[config.mk]
export PLATFORM = sky130hd
export DESIGN_NAME = mep_front
export DESIGN_NICKNAME = d
export VERILOG_FILES = /design/src/hdl/mep_pkg.sv /design/src/hdl/mep_front.sv
export SDC_FILE = /design/constraint.sdc
export NUM_CORES = 2
export LEC_CHECK = 0
export ABC_AREA = 1
export BUFFER_PORTS_ARGS = -buffer_cell sky130_fd_sc_hd__buf_2
export CORE_MARGIN = 2
export CORE_UTILIZATION = 40
export DETAILED_ROUTE_END_ITERATION = 16
export GPL_ROUTABILITY_DRIVEN = 0
export PLACE_DENSITY_LB_ADDON = 0.15
export SLEW_MARGIN = 15
export SYNTH_ARGS = -nofsm -noshare
export SYNTH_HDL_FRONTEND = slang
export SYNTH_SLANG_ARGS = --single-unit
[constraint.sdc]
create_clock -name clk -period 11.2 [get_ports clk]
set_input_delay 1.12 -clock clk [delete_from_list [all_inputs] [get_ports clk]]
set_output_delay 1.12 -clock clk [all_outputs]
set_load 0.005 [all_outputs]
[src/hdl/mep_pkg.sv]
`timescale 1ns / 1ps
// ----------------------------------------------------------------------------
// mep_pkg
// shared types and constants for the escape-time pixel evaluator
// ----------------------------------------------------------------------------
package mep_pkg;

  localparam int FRAC          = 28;
  localparam int ZW            = 48;
  localparam int DIM_W         = 13;
  localparam int POS_W         = 12;
  localparam int SPAN_W        = 33;
  localparam int NUM_W         = 45;
  localparam int LIMIT_W       = 16;
  localparam int IDX_W         = 24;
  localparam int MUL_W         = 31;
  localparam int QUEUE_DEPTH   = 2;
  localparam int QPTR_W        = 1;
  localparam int QCNT_W        = 2;
  localparam int CFG_IDX_W     = 3;
  localparam int CFG_DATA_W    = 32;
  localparam int DIV_STEPS_W   = 6;
  localparam int COLOR_STEPS_W = 4;

  localparam logic [DIM_W-1:0] MAX_DIMENSION = DIM_W'(4096);
  localparam logic signed [ZW-1:0] TWO  = ZW'(2) << FRAC;
  localparam logic signed [ZW-1:0] FOUR = ZW'(4) << FRAC;

  localparam logic [DIV_STEPS_W-1:0] MAP_LAST = DIV_STEPS_W'(NUM_W - 1);

  localparam logic [16:0] K_BLUE  = 17'd4335;
  localparam logic [16:0] K_GREEN = 17'd3825;
  localparam logic [16:0] K_RED   = 17'd2295;

  typedef enum logic [CFG_IDX_W-1:0] {
    REG_REAL_LOW   = 3'd0,
    REG_REAL_HIGH  = 3'd1,
    REG_IMAG_LOW   = 3'd2,
    REG_IMAG_HIGH  = 3'd3,
    REG_WIDTH      = 3'd4,
    REG_HEIGHT     = 3'd5,
    REG_ITER_LIMIT = 3'd6
  } reg_idx_t;

  typedef struct packed {
    logic [POS_W-1:0] pixel_col;
    logic [POS_W-1:0] pixel_row;
  } pixel_t;

  typedef struct packed {
    logic [IDX_W-1:0]   pixel_index;
    logic [7:0]         first_byte;
    logic [7:0]         second_byte;
    logic [7:0]         third_byte;
    logic [LIMIT_W-1:0] iterations_done;
    logic               inside_set;
  } result_t;

  typedef struct packed {
    logic signed [31:0] real_low;
    logic signed [31:0] real_high;
    logic signed [31:0] imag_low;
    logic signed [31:0] imag_high;
    logic [DIM_W-1:0]   image_width;
    logic [DIM_W-1:0]   image_height;
  } window_t;

  typedef struct packed {
    logic signed [ZW-1:0] cr;
    logic signed [ZW-1:0] ci;
    logic [IDX_W-1:0]     pixel_index;
  } job_t;

  typedef enum logic [1:0] {
    F_IDLE,
    F_DIV,
    F_PUSH
  } front_state_t;

  typedef enum logic [2:0] {
    B_IDLE,
    B_CHECK,
    B_UPDATE,
    B_DIV,
    B_COLOR,
    B_OUT
  } back_state_t;

  function automatic logic [DIM_W-1:0] eff_dim(input logic [DIM_W-1:0] d);
    logic [DIM_W-1:0] r;
    r = d;
    if (d == '0) r = DIM_W'(1);
    else if (d > MAX_DIMENSION) r = MAX_DIMENSION;
    return r;
  endfunction

endpackage

[src/hdl/mep_front.sv]
`timescale 1ns / 1ps
// ----------------------------------------------------------------------------
// mep_front
// maps a pixel position into the complex window with two serial dividers
// ----------------------------------------------------------------------------
module mep_front (
  input  logic            clk,
  input  logic            rst,
  input  logic            start,
  input  mep_pkg::pixel_t pixel,
  input  mep_pkg::window_t win,
  input  logic            queue_full,
  output logic            busy,
  output logic            push,
  output mep_pkg::job_t   job
);
  import mep_pkg::*;

  front_state_t state, state_next;

  logic [NUM_W-1:0]       num_re, num_im;
  logic [DIM_W:0]         rem_re, rem_im;
  logic [DIM_W-1:0]       dim_re, dim_im;
  logic                   neg_re, neg_im;
  logic signed [31:0]     lo_re, lo_im;
  logic [IDX_W-1:0]       index;
  logic [DIV_STEPS_W-1:0] step;

  logic signed [SPAN_W-1:0]  span_re, span_im;
  logic signed [SPAN_W+12:0] prod_re, prod_im;
  logic [SPAN_W+12:0]        abs_re, abs_im;
  logic [DIM_W-1:0]          w_eff, h_eff;
  logic [DIM_W+POS_W-1:0]    idx_full;
  logic [DIM_W:0]            sh_re, sh_im;
  logic                      ge_re, ge_im;
  logic                      accept;
  logic signed [ZW-1:0]      q_re, q_im;

  assign accept = start && !busy;

  always_comb begin
    w_eff    = eff_dim(win.image_width);
    h_eff    = eff_dim(win.image_height);
    span_re  = SPAN_W'(win.real_high) - SPAN_W'(win.real_low);
    span_im  = SPAN_W'(win.imag_high) - SPAN_W'(win.imag_low);
    prod_re  = $signed({1'b0, pixel.pixel_col}) * span_re;
    prod_im  = $signed({1'b0, pixel.pixel_row}) * span_im;
    abs_re   = prod_re[SPAN_W+12] ? 46'(-prod_re) : 46'(prod_re);
    abs_im   = prod_im[SPAN_W+12] ? 46'(-prod_im) : 46'(prod_im);
    idx_full = pixel.pixel_row * w_eff + (DIM_W+POS_W)'(pixel.pixel_col);
    // restoring step, quotient bits shift into the numerator register
    sh_re    = {rem_re[DIM_W-1:0], num_re[NUM_W-1]};
    sh_im    = {rem_im[DIM_W-1:0], num_im[NUM_W-1]};
    ge_re    = sh_re >= {1'b0, dim_re};
    ge_im    = sh_im >= {1'b0, dim_im};
    q_re     = neg_re ? -$signed(ZW'(num_re)) : $signed(ZW'(num_re));
    q_im     = neg_im ? -$signed(ZW'(num_im)) : $signed(ZW'(num_im));
  end

  always_comb begin
    state_next = state;
    unique case (state)
      F_IDLE: if (accept) state_next = F_DIV;
      F_DIV:  if (step == MAP_LAST) state_next = F_PUSH;
      F_PUSH: state_next = F_IDLE;
      default: state_next = F_IDLE;
    endcase
  end

  always_comb begin
    busy = 1'b1;
    push = 1'b0;
    unique case (state)
      F_IDLE: busy = queue_full;
      F_DIV:  busy = 1'b1;
      F_PUSH: push = 1'b1;
      default: busy = 1'b1;
    endcase
  end

  always_ff @(posedge clk) begin
    if (rst) begin
      state <= F_IDLE;
    end else begin
      state <= state_next;
    end
  end

  always_ff @(posedge clk) begin
    if (state == F_IDLE) begin
      num_re <= abs_re[NUM_W-1:0];
      num_im <= abs_im[NUM_W-1:0];
      neg_re <= prod_re[SPAN_W+12];
      neg_im <= prod_im[SPAN_W+12];
      rem_re <= '0;
      rem_im <= '0;
      dim_re <= w_eff;
      dim_im <= h_eff;
      lo_re  <= win.real_low;
      lo_im  <= win.imag_low;
      index  <= idx_full[IDX_W-1:0];
      step   <= '0;
    end else if (state == F_DIV) begin
      rem_re <= ge_re ? sh_re - {1'b0, dim_re} : sh_re;
      rem_im <= ge_im ? sh_im - {1'b0, dim_im} : sh_im;
      num_re <= {num_re[NUM_W-2:0], ge_re};
      num_im <= {num_im[NUM_W-2:0], ge_im};
      step   <= step + DIV_STEPS_W'(1);
    end
  end

  always_comb begin
    job.cr          = ZW'(lo_re) + q_re;
    job.ci          = ZW'(lo_im) + q_im;
    job.pixel_index = index;
  end

endmodule

==> impl_metrics.ini <==
[placement]
pre_cts_slack_ns = 1.33
numPortBuffers = 303
hpwl_um = 167000

[worst_setup_path]
crit_slowest_cell = nand2_2
critical_path_required_ns = 11.55
critPathLaunch = win[58]
start_kind = input pin
cp_max_fo = 41
critPathKind = in2reg
r2r_setup_slack_ns = 7.65
max_stage_delay_ns = 0.63
crit_path_frequent_cell = nand2_1
cp.arrival_ns = 9.66
cp-end-kind = flip-flop
r2r_start = state[1]$_SDFFE_PP0P_

[routing]
vias = 53500
route.detailed.drc = 0
ant_nets = 0
routed_via_density = 5.14
wl_per_cell_um = 19.0
firstDrtPassIters = 6
drt-initial-drc-count = 4121
wl_um = 197000

[yosys]
synth-async-reset-ratio_pct = 0
synth_top_family_by_area = adder cells
syn_nets = 9682
synth.area.mux_share_pct = 0
synth_area_sq_mm = 0.0591
synth_edf_count = 206
ys_warn_count = 0
synthAdderAreaFrac_pct = 37.6
ys_seq_area_share_pct = 11.6
synth-seq-cells = 240
synth.distinct_cells = 62
synthCells = 8218
synth_xor_area_share_pct = 5.28
ys_dominant_reg_cell = edfxtp_1
synth_simple_gate_area_share_pct = 24.2
avgSynthCellArea_sq_um = 7.20
synth_compound_area_share_pct = 8.05

[timing]
setup_tns_ns = 0
max_slew_margin_pct = 25.4
rsz0062_at_grt = false
slew_viol_final = 0
hold_viol_final = 0
worstMarginPinSlew_ns = 1.12
setup_viol = 0
post-route-min-period_ns = 9.31
fin_crit_sh_pct = 83.1
skew_ns = 0.0232
fin_ws_ns = 1.89
timing.fmax_mhz = 107

[clocking]
clkTransAtPathRegs_ns = 0.06
cts.sinks = 240
cts_buffer_depth = 3
clk_latency_ns = 0.59
cts_root_buffer = clkbuf_16
ctsResizeCount = 0
cts_tree = built
cts_hold_buf = 0
cts_made_buffers = 35
cts_setup_buffers = 0
h-tree-depth = 2

[die]
row_count = 141
initial_utilization_pct = 40.1
die_h_um = 389
core_area_sq_mm = 0.147
die_w_um = 389
die_area_sq_mm = 0.151
ioPinCount = 304

[global_routing]
overflow = 0
grt_pass1_vias = 54100
antenna_found_initial = 5
grt_pass1_wl_um = 310000
grt_max_degree = 110
gr-usage-all-layers_pct = 26.2

[run_status]
status = completed

[job]
max-cap-violations = 0

[cells_and_area]
drive_above_1_share_pct = 7.93
area_delta_synth_final_pct = 8.29
fillers = 15400
nets = 9917
layout_common_cells = inv_1 (1878), nand2_1 (1767), nor2_1 (965), fa_1 (822), ha_1 (460)
mostFrequentLayoutCell = inv_1

[worst_hold_path]
hold_path.startpoint = step[5]$_SDFFE_PP0P_
hp-class = reg2reg
-- metal layers --
metal	routed length, um	vias to the layer above	GRT usage [%]
met5	0	-	0
li1	-	25500	-
met2	88600	1767	42.1
met1	90900	25900	37.4
met3	13900	219	3.88
met4	4010	0	5.30
-- worst paths after layout --
check / endpoint / depth (start not counted)
worst min-delay path: step[5]$_SDFFE_PP0P_ / 2
worst min register to register: step[5]$_SDFFE_PP0P_ / 2
worst max-delay path: num_im[39]$_DFFE_PP_ / 42
worst max register to register: num_re[35]$_DFFE_PP_ / 6
-- state kept, by name (all words and copies together), names as in the netlist --
register / cells
num_im: 45
neg_re: 1
rem_re: 13
step: 6
lo_im: 32
state: 2
rem_im: 13
lo_re: 32
index: 24
dim_im: 13
dim_re: 13
neg_im: 1
num_re: 45
-- stage by stage --
step	std cells	instance area (sq um)	hold WS (ns)	utilization, %
floorplan	8218	59100	0.440	-
global placement	10300	62900	0.457	42.7
detailed placement	10300	62900	0.462	42.7
CTS	10400	64000	0.473	43.5
global route	10400	64000	0.490	43.5
finish	10400	64000	0.467	43.5
-- final cells by class --
cell class	count	area (sq um)	area share (%)
inverters	1912	7180	11.2
clock buffers	38	887	1.39
well taps	1930	2410	3.77
clock inverters	24	263	0.410
diodes	1	2.50	0.00391
multi-input cells	5898	44400	69.4
repair buffers	366	1990	3.11
flip-flops and latches	240	6870	10.7
-- critical path, delay by kind of cell --
kind | cells | cell delay, ns
AO/OA/AOI/OAI | 6 | 1.33
XOR/XNOR | 1 | 0.49
adder cells (fa/ha/maj) | 8 | 3.49
buffers and inverters | 10 | 1.06
AND/OR/NAND/NOR | 17 | 2.14
-- synth_stat cells (all sizes together) (4+ instances only) --
| library cell | n | share of area (%) |
|---|---|---|
| and3 | 4 | 0.042 |
| o31ai | 12 | 0.15 |
| nand4 | 78 | 0.83 |
| a21boi | 9 | 0.12 |
| o21ai | 290 | 2.6 |
| a21o | 12 | 0.15 |
| clkbuf | 144 | 0.91 |
| nand3b | 20 | 0.25 |
| nor3b | 4 | 0.051 |
| inv | 1905 | 12 |
| ha | 460 | 9.7 |
| or2 | 79 | 0.84 |
| buf | 24 | 0.26 |
| o221ai | 9 | 0.13 |
| nand3 | 320 | 2.8 |
| o311ai | 4 | 0.059 |
| nor2 | 1002 | 6.6 |
| o21bai | 23 | 0.30 |
| clkinv | 7 | 0.044 |
| nand2 | 1815 | 12 |
| a21oi | 357 | 3.1 |
| a221oi | 7 | 0.10 |
| and2 | 7 | 0.074 |
| dfxtp | 34 | 1.2 |
| xnor2 | 116 | 1.7 |
| nor4 | 32 | 0.34 |
| edfxtp | 206 | 10 |
| a31oi | 71 | 0.75 |
| fa | 822 | 28 |
| xor2 | 237 | 3.5 |
| nor3 | 60 | 0.58 |
| o21a | 24 | 0.30 |
| a211oi | 5 | 0.063 |
| o211ai | 10 | 0.13 |
-- logic make-up (layout without fill, tap and decap cells) --
family / after synthesis / in the layout
AOI/OAI and AO/OA: 841 / 841
xor gates and xnor gates: 353 / 353
adders and majority gates: 1282 / 1282
buffers and inverters: 2080 / 2340
DFF: 240 / 240
other: 0 / 1
and+or+nand+nor: 3422 / 3422
Power is not shown: default switching activity piles up to over one toggle a cycle in this logic, so the estimate is an artifact.
