<file path="src/hdl/mep_pkg.sv">
`timescale 1ns / 1ps
// ----------------------------------------------------------------------------
// mep_pkg
// shared types and constants for the escape-time pixel evaluator
// ----------------------------------------------------------------------------
package mep_pkg;

  localparam int FRAC          = 28;
  localparam int ZW            = 48;
  localparam int DIM_W         = 13;
  localparam int POS_W         = 12;
  localparam int SPAN_W        = 33;
  localparam int NUM_W         = 45;
  localparam int LIMIT_W       = 16;
  localparam int IDX_W         = 24;
  localparam int MUL_W         = 31;
  localparam int QUEUE_DEPTH   = 2;
  localparam int QPTR_W        = 1;
  localparam int QCNT_W        = 2;
  localparam int CFG_IDX_W     = 3;
  localparam int CFG_DATA_W    = 32;
  localparam int DIV_STEPS_W   = 6;
  localparam int COLOR_STEPS_W = 4;

  localparam logic [DIM_W-1:0] MAX_DIMENSION = DIM_W'(4096);
  localparam logic signed [ZW-1:0] TWO  = ZW'(2) << FRAC;
  localparam logic signed [ZW-1:0] FOUR = ZW'(4) << FRAC;

  localparam logic [DIV_STEPS_W-1:0] MAP_LAST = DIV_STEPS_W'(NUM_W - 1);

  localparam logic [16:0] K_BLUE  = 17'd4335;
  localparam logic [16:0] K_GREEN = 17'd3825;
  localparam logic [16:0] K_RED   = 17'd2295;

  typedef enum logic [CFG_IDX_W-1:0] {
    REG_REAL_LOW   = 3'd0,
    REG_REAL_HIGH  = 3'd1,
    REG_IMAG_LOW   = 3'd2,
    REG_IMAG_HIGH  = 3'd3,
    REG_WIDTH      = 3'd4,
    REG_HEIGHT     = 3'd5,
    REG_ITER_LIMIT = 3'd6
  } reg_idx_t;

  typedef struct packed {
    logic [POS_W-1:0] pixel_col;
    logic [POS_W-1:0] pixel_row;
  } pixel_t;

  typedef struct packed {
    logic [IDX_W-1:0]   pixel_index;
    logic [7:0]         first_byte;
    logic [7:0]         second_byte;
    logic [7:0]         third_byte;
    logic [LIMIT_W-1:0] iterations_done;
    logic               inside_set;
  } result_t;

  typedef struct packed {
    logic signed [31:0] real_low;
    logic signed [31:0] real_high;
    logic signed [31:0] imag_low;
    logic signed [31:0] imag_high;
    logic [DIM_W-1:0]   image_width;
    logic [DIM_W-1:0]   image_height;
  } window_t;

  typedef struct packed {
    logic signed [ZW-1:0] cr;
    logic signed [ZW-1:0] ci;
    logic [IDX_W-1:0]     pixel_index;
  } job_t;

  typedef enum logic [1:0] {
    F_IDLE,
    F_DIV,
    F_PUSH
  } front_state_t;

  typedef enum logic [2:0] {
    B_IDLE,
    B_CHECK,
    B_UPDATE,
    B_DIV,
    B_COLOR,
    B_OUT
  } back_state_t;

  function automatic logic [DIM_W-1:0] eff_dim(input logic [DIM_W-1:0] d);
    logic [DIM_W-1:0] r;
    r = d;
    if (d == '0) r = DIM_W'(1);
    else if (d > MAX_DIMENSION) r = MAX_DIMENSION;
    return r;
  endfunction

endpackage

</file>
<file path="src/hdl/mep_queue.sv">
`timescale 1ns / 1ps
// ----------------------------------------------------------------------------
// mep_queue
// two-entry queue of mapped jobs between front and back
// ----------------------------------------------------------------------------
module mep_queue (
  input  logic          clk,
  input  logic          rst,
  input  logic          push,
  input  mep_pkg::job_t wr_job,
  input  logic          pop,
  output mep_pkg::job_t rd_job,
  output logic          empty,
  output logic          full
);
  import mep_pkg::*;

  job_t              entries [QUEUE_DEPTH];
  logic [QPTR_W-1:0] wr_ptr, rd_ptr;
  logic [QCNT_W-1:0] count;

  assign empty  = (count == '0);
  assign full   = (count == QCNT_W'(QUEUE_DEPTH));
  assign rd_job = entries[rd_ptr];

  always_ff @(posedge clk) begin
    if (rst) begin
      wr_ptr <= '0;
      rd_ptr <= '0;
      count  <= '0;
    end else begin
      if (push) wr_ptr <= wr_ptr + QPTR_W'(1);
      if (pop)  rd_ptr <= rd_ptr + QPTR_W'(1);
      count <= count + QCNT_W'(push) - QCNT_W'(pop);
    end
  end

  always_ff @(posedge clk) begin
    if (push) entries[wr_ptr] <= wr_job;
  end

endmodule

</file>
<file path="config.mk">
export PLATFORM = sky130hd
export DESIGN_NAME = mep_queue
export DESIGN_NICKNAME = d
export VERILOG_FILES = /design/src/hdl/mep_pkg.sv /design/src/hdl/mep_queue.sv
export SDC_FILE = /design/constraint.sdc
export NUM_CORES = 1
export LEC_CHECK = 0
export ABC_AREA = 1
export BUFFER_PORTS_ARGS = -buffer_cell sky130_fd_sc_hd__buf_2
export CORE_MARGIN = 3
export CORE_UTILIZATION = 35
export DETAILED_ROUTE_END_ITERATION = 6
export HOLD_SLACK_MARGIN = 0.05
export SETUP_SLACK_MARGIN = 0.05
export SYNTH_ARGS = -nofsm -noshare
export SYNTH_HDL_FRONTEND = slang
export SYNTH_SLANG_ARGS = --single-unit
</file>
<file path="constraint.sdc">
create_clock -name clk -period 18.5 [get_ports clk]
set_input_delay 1.85 -clock clk [delete_from_list [all_inputs] [get_ports clk]]
set_output_delay 1.85 -clock clk [all_outputs]
set_load 0.05 [all_outputs]
</file>
==> flow_summary.ini, run 1 <==
[critical_path]
crit_type = flip-flop to output pin
crit_required_ns = 16.65
end_kind = output pin
startpoint_type = flip-flop
path_max_fanout = 61
cp_data_arrival_time_ns = 2.87

[logic_synthesis]
ys_warn_count = 0
netlist_area_um2 = 8920
synthCells = 404
synthDistinctLibCells = 13
ys_seq_elements = 245
synth.avg_cell_area_um2 = 22.1
mappedNetlistNets = 530
seq_area_frac_synth_pct = 82.0

[timing]
max_freq_mhz = 212
rsz0062_at_grt = no
setup_tns_ns = 0
slew_headroom_pct = 42.0
finalSetupViolations = 0
drv_slew = 0
hold_viol = 0
timing.final.crit_share_pct = 25.5
skew_ns = 0.0121
tightest_slew_ns = 0.870
post-route-min-period_ns = 4.72

[cts]
cts_sinks = 245
ctsHoldBuffers = 0
cts_buffer_depth = 3
cts.htree.levels = 1
cts_root_buf = clkbuf_16
cts_resized = 0
path_clk_slew_ns = 0.06
postCtsSetupRepairBufs = 0
cts_buffers = 26
cts_tree = built
clk_latency_ns = 0.51

[layout]
layout_common_cells = 245 x buf_2, 240 x edfxtp_1, 120 x mux2_2, 27 x clkbuf_16, 8 x clkinv_1
stdcell_area_um2 = 11400
layout.cells.non_filler = 1013
fillers = 2166
nets = 794
final_common_cell = buf_2
area_growth_pct = 27.3
drive_above_1_share_pct = 59.3

[floorplanning]
start_util_pct = 36.1
io_pins = 246
coreArea_um2 = 24700
die_area_um2 = 27400
die_w_um = 166
rows = 57
die_h_um = 166

[placed_design]
io_buffers = 245
gp_congestion = 0.716
placedInstanceArea_um2 = 10500
dp_hpwl_um = 11500
placed_cells_incl_taps = 964

[power]
leakage_nw = 4.24
power.density_nw_per_um2 = 123
ir_drop_uv = 65.3

[global_routing]
grt_pass1_wl_um = 27000
grt-ovfl-total = 0
antenna_found_initial = 1
grt.total_usage_pct = 12.1
grt_max_degree = 63
grt_pass1_vias = 5008

[routing]
vias = 4541
drc = 0
firstDrtPassIters = 4
wl_per_cell_um = 17.1
drt.antenna.violating_nets = 0
vias_per_cell = 4.48
routed_wirelength_um = 17300
drt_iter0_drc = 217

[hold_path]
hp-class = flip-flop to flip-flop

[outcome]
outcome = complete, no violations

[run]
max_cap_violations = 0
[worst paths after layout]
| check | from | to | slack (ns) | depth (start not counted) |
|---|---|---|---|---|
| setup / recovery | flip-flop | rd_job[25] | 13.78 | 3 |
| hold / removal | rd_ptr | flip-flop | 0.52 | 2 |
| setup reg to reg | wr_ptr | entries[0][28] | 15.99 | 3 |
| hold reg to reg | rd_ptr | flip-flop | 0.52 | 2 |
[critical path, cell delays in order, from the launching register on]
cell     delay, ns
dfxtp_4       0.86
buf_4         0.74
mux2_2        0.44
buf_2         0.22
[cells in the mapped netlist]
cell type  count  area share (%)
buf_6         11             1.4
inv_1          8            0.34
nand3_1        1           0.056
edfxtp_1     240              81
a21oi_1        1           0.056
ha_1           2            0.28
buf_2          2            0.11
nand2_1        4            0.17
xnor2_1        1           0.098
dfxtp_1        5             1.1
nor3_1         1           0.056
nor2_1         8            0.34
mux2_2       120              15
[flip-flops by register name, indices dropped and copies added, names as in the netlist, named ones only]
name	cells
entries	240
count	2
wr_ptr	1
rd_ptr	1
[kinds of logic after synthesis]
family,Yosys count,synth area share (%)
flops,245,82.0
buf+inv,21,1.84
mux,120,15.2
compound gates,1,0.0561
xor+xnor,1,0.0982
fa+ha+maj,2,0.281
simple gates,14,0.617
[through the flow]
step	utilization, %	setup slack [ns]	total power [mW]	hold WS, ns
detailed placement	42.4	14.23	0.874	0.517
floorplan	-	10.99	0.824	0.480
CTS	46.0	13.68	1.41	0.529
finish	46.0	13.78	1.39	0.519
global placement	42.4	14.26	0.870	0.497
global route	46.0	13.58	1.44	0.560
[final cells by class]
type	instances	area (um^2)	area share, %
Sequential cell	245	7310	64.4
Multi-Input combinational cell	138	1450	12.8
Timing Repair Buffer	249	1260	11.1
Clock buffer	31	691	6.08
Tap cell	324	405	3.57
Clock inverter	17	203	1.79
Inverter	8	32.5	0.287
Antenna cell	1	2.50	0.0220
[routing by layer]
metal / global-route usage [%] / up-vias / routed length [um]
met5: 0 / - / 0
met4: 3.33 / 0 / 408
met3: 3.38 / 32 / 1230
met2: 20.4 / 171 / 8420
met1: 15.4 / 2219 / 7280
li1: - / 2119 / -
[report_power, final]
group | leakage (nW) | switching, mW | total [mW] | internal [mW]
registers | 2.29 | 0.0113 | 0.655 | 0.643
clock network | 0.433 | 0.198 | 0.532 | 0.334
logic | 1.52 | 0.148 | 0.205 | 0.0574
total | 4.24 | 0.357 | 1.39 | 1.03
Note: power is estimated with default switching activity, not from simulation.
==> inputs of run 2 (changes only) <==
ABC_AREA = 0   (was 1)
clock period = 4.2 ns   (was 18.5 ns; I/O delays follow)
==> flow_summary.ini, run 2 <==
[logic_synthesis]
synth_top_family_by_area = multiplexers
synthDistinctLibCells = 12
synth-xor-area-share_pct = 0.449
synth_largest_area_cell = edfxtp_1
synthAdderAreaFrac_pct = 0.281
synthArstFlopShare_pct = 0
yosys_most_used_dff = edfxtp_1
synthCells = 394
synth_most_common_cell = edfxtp_1
synth_common_cells = 240 x edfxtp_1, 120 x mux2_2, 11 x buf_6
ys_warn_count = 0
synth_compound_gate_area_share_pct = 0
netlist_area_um2 = 8910
ys_seq_elements = 245
synth-simple-area-share_pct = 0.492
synth_edf_count = 240
synth_mux_area_share_pct = 15.2
synth_area_leaders = edfxtp_1 81%, mux2_2 15%, buf_6 1.4%, dfxtp_1 1.1%, ha_1 0.28%
synth_top_area_share_pct = 80.9
mappedNetlistNets = 520
seq_area_frac_synth_pct = 82.0
synth.avg_cell_area_um2 = 22.6

[cts]
clk_latency_ns = 0.51
cts_sinks = 245
cts_root_buf = clkbuf_16
cts.htree.levels = 1
cts_buffer_depth = 3
postCtsSetupRepairBufs = 0
path_clk_slew_ns = 0.06
cts_buffers = 26
cts_resized = 0
ctsHoldBuffers = 0
cts_tree = built

[timing]
worst_slack_ns = 1.33
rsz0062_at_grt = no
setup_tns_ns = 0
timing.final.crit_share_pct = 68.2
drv_slew = 0
tightest_slew_ns = 0.813
hold_viol = 0
skew_ns = 0.00667
post-route-min-period_ns = 2.87
slew_headroom_pct = 45.8
max_freq_mhz = 349
finalSetupViolations = 0

[placed_design]
io_buffers = 245
pre_cts_slack_ns = 1.82
gp_congestion = 0.736
dp_hpwl_um = 11400
placed_cells_incl_taps = 953

[critical_path]
cp_data_arrival_time_ns = 2.45
startpoint_type = flip-flop
slowest_delay_ns = 0.82
crit_family = flip-flops
crit_type = flip-flop to output pin
path_buf_inv = 2
critPathSlowestCell = dfxtp_4
end_kind = output pin
path_max_fanout = 67
crit_required_ns = 3.78
crit_chain = buf_12 -> mux2_2 -> buf_2

[layout]
nets = 783
largest_reg_flops = 240
final_common_cell = buf_2
top_regs = entries x240, count x2
drive_above_1_share_pct = 60.9
layout_common_cells = 245 x buf_2, 240 x edfxtp_1, 120 x mux2_2, 27 x clkbuf_16, 6 x clkinv_2
top_register = entries
layout.cells.non_filler = 1001
area_growth_pct = 27.5

[routing]
vias_per_cell = 4.48
firstDrtPassIters = 4
routed_wirelength_um = 17500
wl_per_cell_um = 17.5
drc = 0
drt_iter0_drc = 184
drt.antenna.violating_nets = 0
vias = 4482

[floorplanning]
io_pins = 246
start_util_pct = 36.1
die_area_um2 = 27400
coreArea_um2 = 24700
rows = 57
die_h_um = 166
die_w_um = 166

[outcome]
outcome = complete, no violations

[global_routing]
antenna_found_initial = 2
grt.total_usage_pct = 12.0
grt_max_degree = 121
grt_pass1_wl_um = 25900
grt-ovfl-total = 0
grt_pass1_vias = 4913

[power]
leakage_nw = 4.22
power.density_nw_per_um2 = 545
ir_drop_uv = 382
power.total_mw = 6.19

[run]
max_cap_violations = 0

[hold_path]
hp-class = input port to flip-flop
run 2: changes by cell type after synthesis, sizes merged:
| cell | before | now |
|---|---|---|
| a21oi | 1 | 0 |
| and2 | 0 | 1 |
| inv | 8 | 2 |
| nand2 | 4 | 0 |
| nand3 | 1 | 0 |
| nor2 | 8 | 5 |
| nor2b | 0 | 3 |
| nor3 | 1 | 0 |
| xnor2 | 1 | 2 |
| xnor3 | 0 | 1 |
run 2: power by group:
| part | internal (mW) | switching [mW] | leakage [nW] | total [mW] |
|---|---|---|---|---|
| sequential | 2.86 | 0.0541 | 2.29 | 2.91 |
| clock | 1.41 | 0.889 | 0.422 | 2.30 |
| combinational | 0.279 | 0.702 | 1.50 | 0.981 |
run 2: worst register-to-register path: stages (launching register included):
cell and delay, ns:
dfxtp_1 0.40, and2_4 0.71, buf_12 0.45
run 2: cell families after synthesis:
group                    Yosys count
AND/OR/NAND/NOR                    9
buffers and inverters             15
multiplexers                     120
XOR/XNOR                           3
flip-flops                       245
adder cells (fa/ha/maj)            2
run 2: final timing paths:
kind | start | to | slack, ns | cells past startpoint
max reg2reg | wr_ptr | entries[1][63] | 2.25 | 2
min | wr_job[5] | entries[0][5] | 0.1 | 1
max | flip-flop | rd_job[52] | 1.33 | 3
min reg2reg | rd_ptr | flip-flop | 0.53 | 2
run 2: final cells by class:
class	instances	area, um^2
Clock inverter	19	199
Clock buffer	28	679
Timing Repair Buffer	248	1290
Fill cell	2163	13300
Antenna cell	1	2.50
Inverter	2	7.51
Sequential cell	245	7310
Tap cell	324	405
Multi-Input combinational cell	134	1470
run 2: per-layer routing:
layer  track usage (%)  vias to the layer above  share of wire [%]
li1                  -                     2092                  -
met1              14.5                     2184                 39
met2              20.6                      169                 49
met3              3.89                       35                8.9
met4              3.86                        2                2.4
met5                 0                        -               0.11
run 2: stage by stage:
step                      area (um^2)  hold slack, ns  utilization (%)
after floorplan                  8910           0.480                -
after global placement          10500           0.506             42.5
after detailed placement        10500           0.508             42.5
after CTS                       11400          0.0652             46.0
after global routing            11400          0.0643             46.0
final                           11400          0.0951             46.0
==> inputs of run 3 (changes only) <==
clock period = 2.6 ns   (was 4.2 ns; I/O delays follow)
==> flow_summary.ini, run 3 (synthesis gave the netlist of run 2 again) <==
[timing]
post-route-min-period_ns = 2.12
hold_viol = 0
finalSetupViolations = 0
max_freq_mhz = 471
setup_tns_ns = 0
whs_ns = 0.0845
timing.final.crit_share_pct = 81.7
skew_ns = 0.00804
rsz0062_at_grt = no
slew_headroom_pct = 47.3
drv_slew = 0
tightest_slew_ns = 0.790

[critical_path]
end_kind = output pin
regToRegStartpoint = wr_ptr
crit_required_ns = 2.34
crit_type = flip-flop to output pin
rrSetupSlack_ns = 0.94
startpoint_type = flip-flop
ff2ff_path_depth = 2
path_max_fanout = 66
cp_data_arrival_time_ns = 1.86
timing.rr.end = entries[1][21]

[hold_path]
hp-class = input port to flip-flop
min_from = push
hold_depth = 3
min_to = wr_ptr

[layout]
area_growth_pct = 40.5
seq_area_um2 = 7310
largest_reg_flops = 240
multi_input_area_um2 = 1470
antennaDiodeCount = 0
drive_above_1_share_pct = 51.1
layout_common_cells = 245 x buf_2, 240 x edfxtp_1, 122 x dlygate4sd3_1, 120 x mux2_2, 25 x clkbuf_16
top_register = entries
fillers = 2018
nets = 907
final_common_cell = buf_2
top_regs = entries x240, count x2
stdcell_area_um2 = 12500

[routing]
firstDrtPassIters = 4
vias = 4956
wl_per_cell_um = 16.5
vias_per_cell = 4.43
drc = 0
drt.antenna.violating_nets = 0
drt_iter0_drc = 222
routed_wirelength_um = 18500

[cts]
cts_root_buf = clkbuf_16
clk_latency_ns = 0.50
path_clk_slew_ns = 0.06
cts_tree = built
postCtsSetupRepairBufs = 0
cts_resized = 0
cts_sinks = 245
ctsHoldBuffers = 122
cts.htree.levels = 1
cts_buffers = 25
cts_buffer_depth = 3

[global_routing]
grt_pass1_vias = 5632
antenna_found_initial = 0
grt-ovfl-total = 0
grt.total_usage_pct = 12.9
met1_usage_pct = 14.0
grt_max_degree = 67
gr-usage-met3_pct = 3.94
use_met2_pct = 23.7
grt_pass1_wl_um = 27700
grt_busiest_layer = met2

[outcome]
outcome = complete, no violations

[floorplanning]
start_util_pct = 36.1
die_w_um = 166
coreArea_um2 = 24700
die_area_um2 = 27400
die_h_um = 166
io_pins = 246
rows = 57

[placed_design]
gp_congestion = 0.698
placedInstanceArea_um2 = 10500
io_buffers = 245
dp_hpwl_um = 11500

[power]
power.total_mw = 9.85
leakage_nw = 4.71
power.density_nw_per_um2 = 787
ir_drop_uv = 727

[run]
max_cap_violations = 0
## run 3: cell types whose count changed in the layout (fill, tap and decap cells not counted), moves of 2 or more
cell           change
dlygate4sd3_1    +122
buf_4              +2
clkbuf_1           +5
clkinv_2           -2
clkinvlp_4         -3
clkbuf_16          -2
clkinv_1           -2
## run 3: cell type report
cell class                      instances  area share, %
Sequential cell                       245           58.4
Timing Repair Buffer                  373           20.3
Multi-Input combinational cell        134           11.7
Clock buffer                           31           5.18
Tap cell                              324           3.24
Clock inverter                         11           1.03
Inverter                                2         0.0600
## run 3: where the power goes
group,total (mW),leakage (nW),internal [mW],switching (mW)
Combinational,1.78,2.03,0.579,1.20
Sequential,4.67,2.29,4.61,0.0574
Clock,3.40,0.378,2.05,1.35
## run 3: metrics by stage
| step | setup slack [ns] | util, % | cells |
|---|---|---|---|
| finish | 0.476 | 50.7 | 1120 |
| detailed placement | 0.951 | 42.6 | 956 |
| CTS | 0.447 | 50.7 | 1120 |
| global route | 0.395 | 50.7 | 1120 |
| global placement | 1.01 | 42.6 | 956 |
| floorplan | 0.0544 | - | 394 |
## run 3: layer usage
layer | routed length, um | up-vias
met2 | 9530 | 180
met1 | 6920 | 2389
met4 | 511 | 0
met3 | 1540 | 45
met5 | 0 | -
li1 | - | 2342
## run 3: how the worst max path moves through the flow
stage                           to  depth (start not counted)
floorplan            entries[0][0]                          1
global placement    entries[0][24]                          3
detailed placement  entries[1][21]                          2
CTS                     rd_job[28]                          3
global route            rd_job[24]                          3
finish                  rd_job[24]                          3
## run 3: worst max-delay path, cell delays in order (launching register included)
cell,delay (ns)
dfxtp_4,0.37
buf_12,0.27
mux2_2,0.40
buf_2,0.21
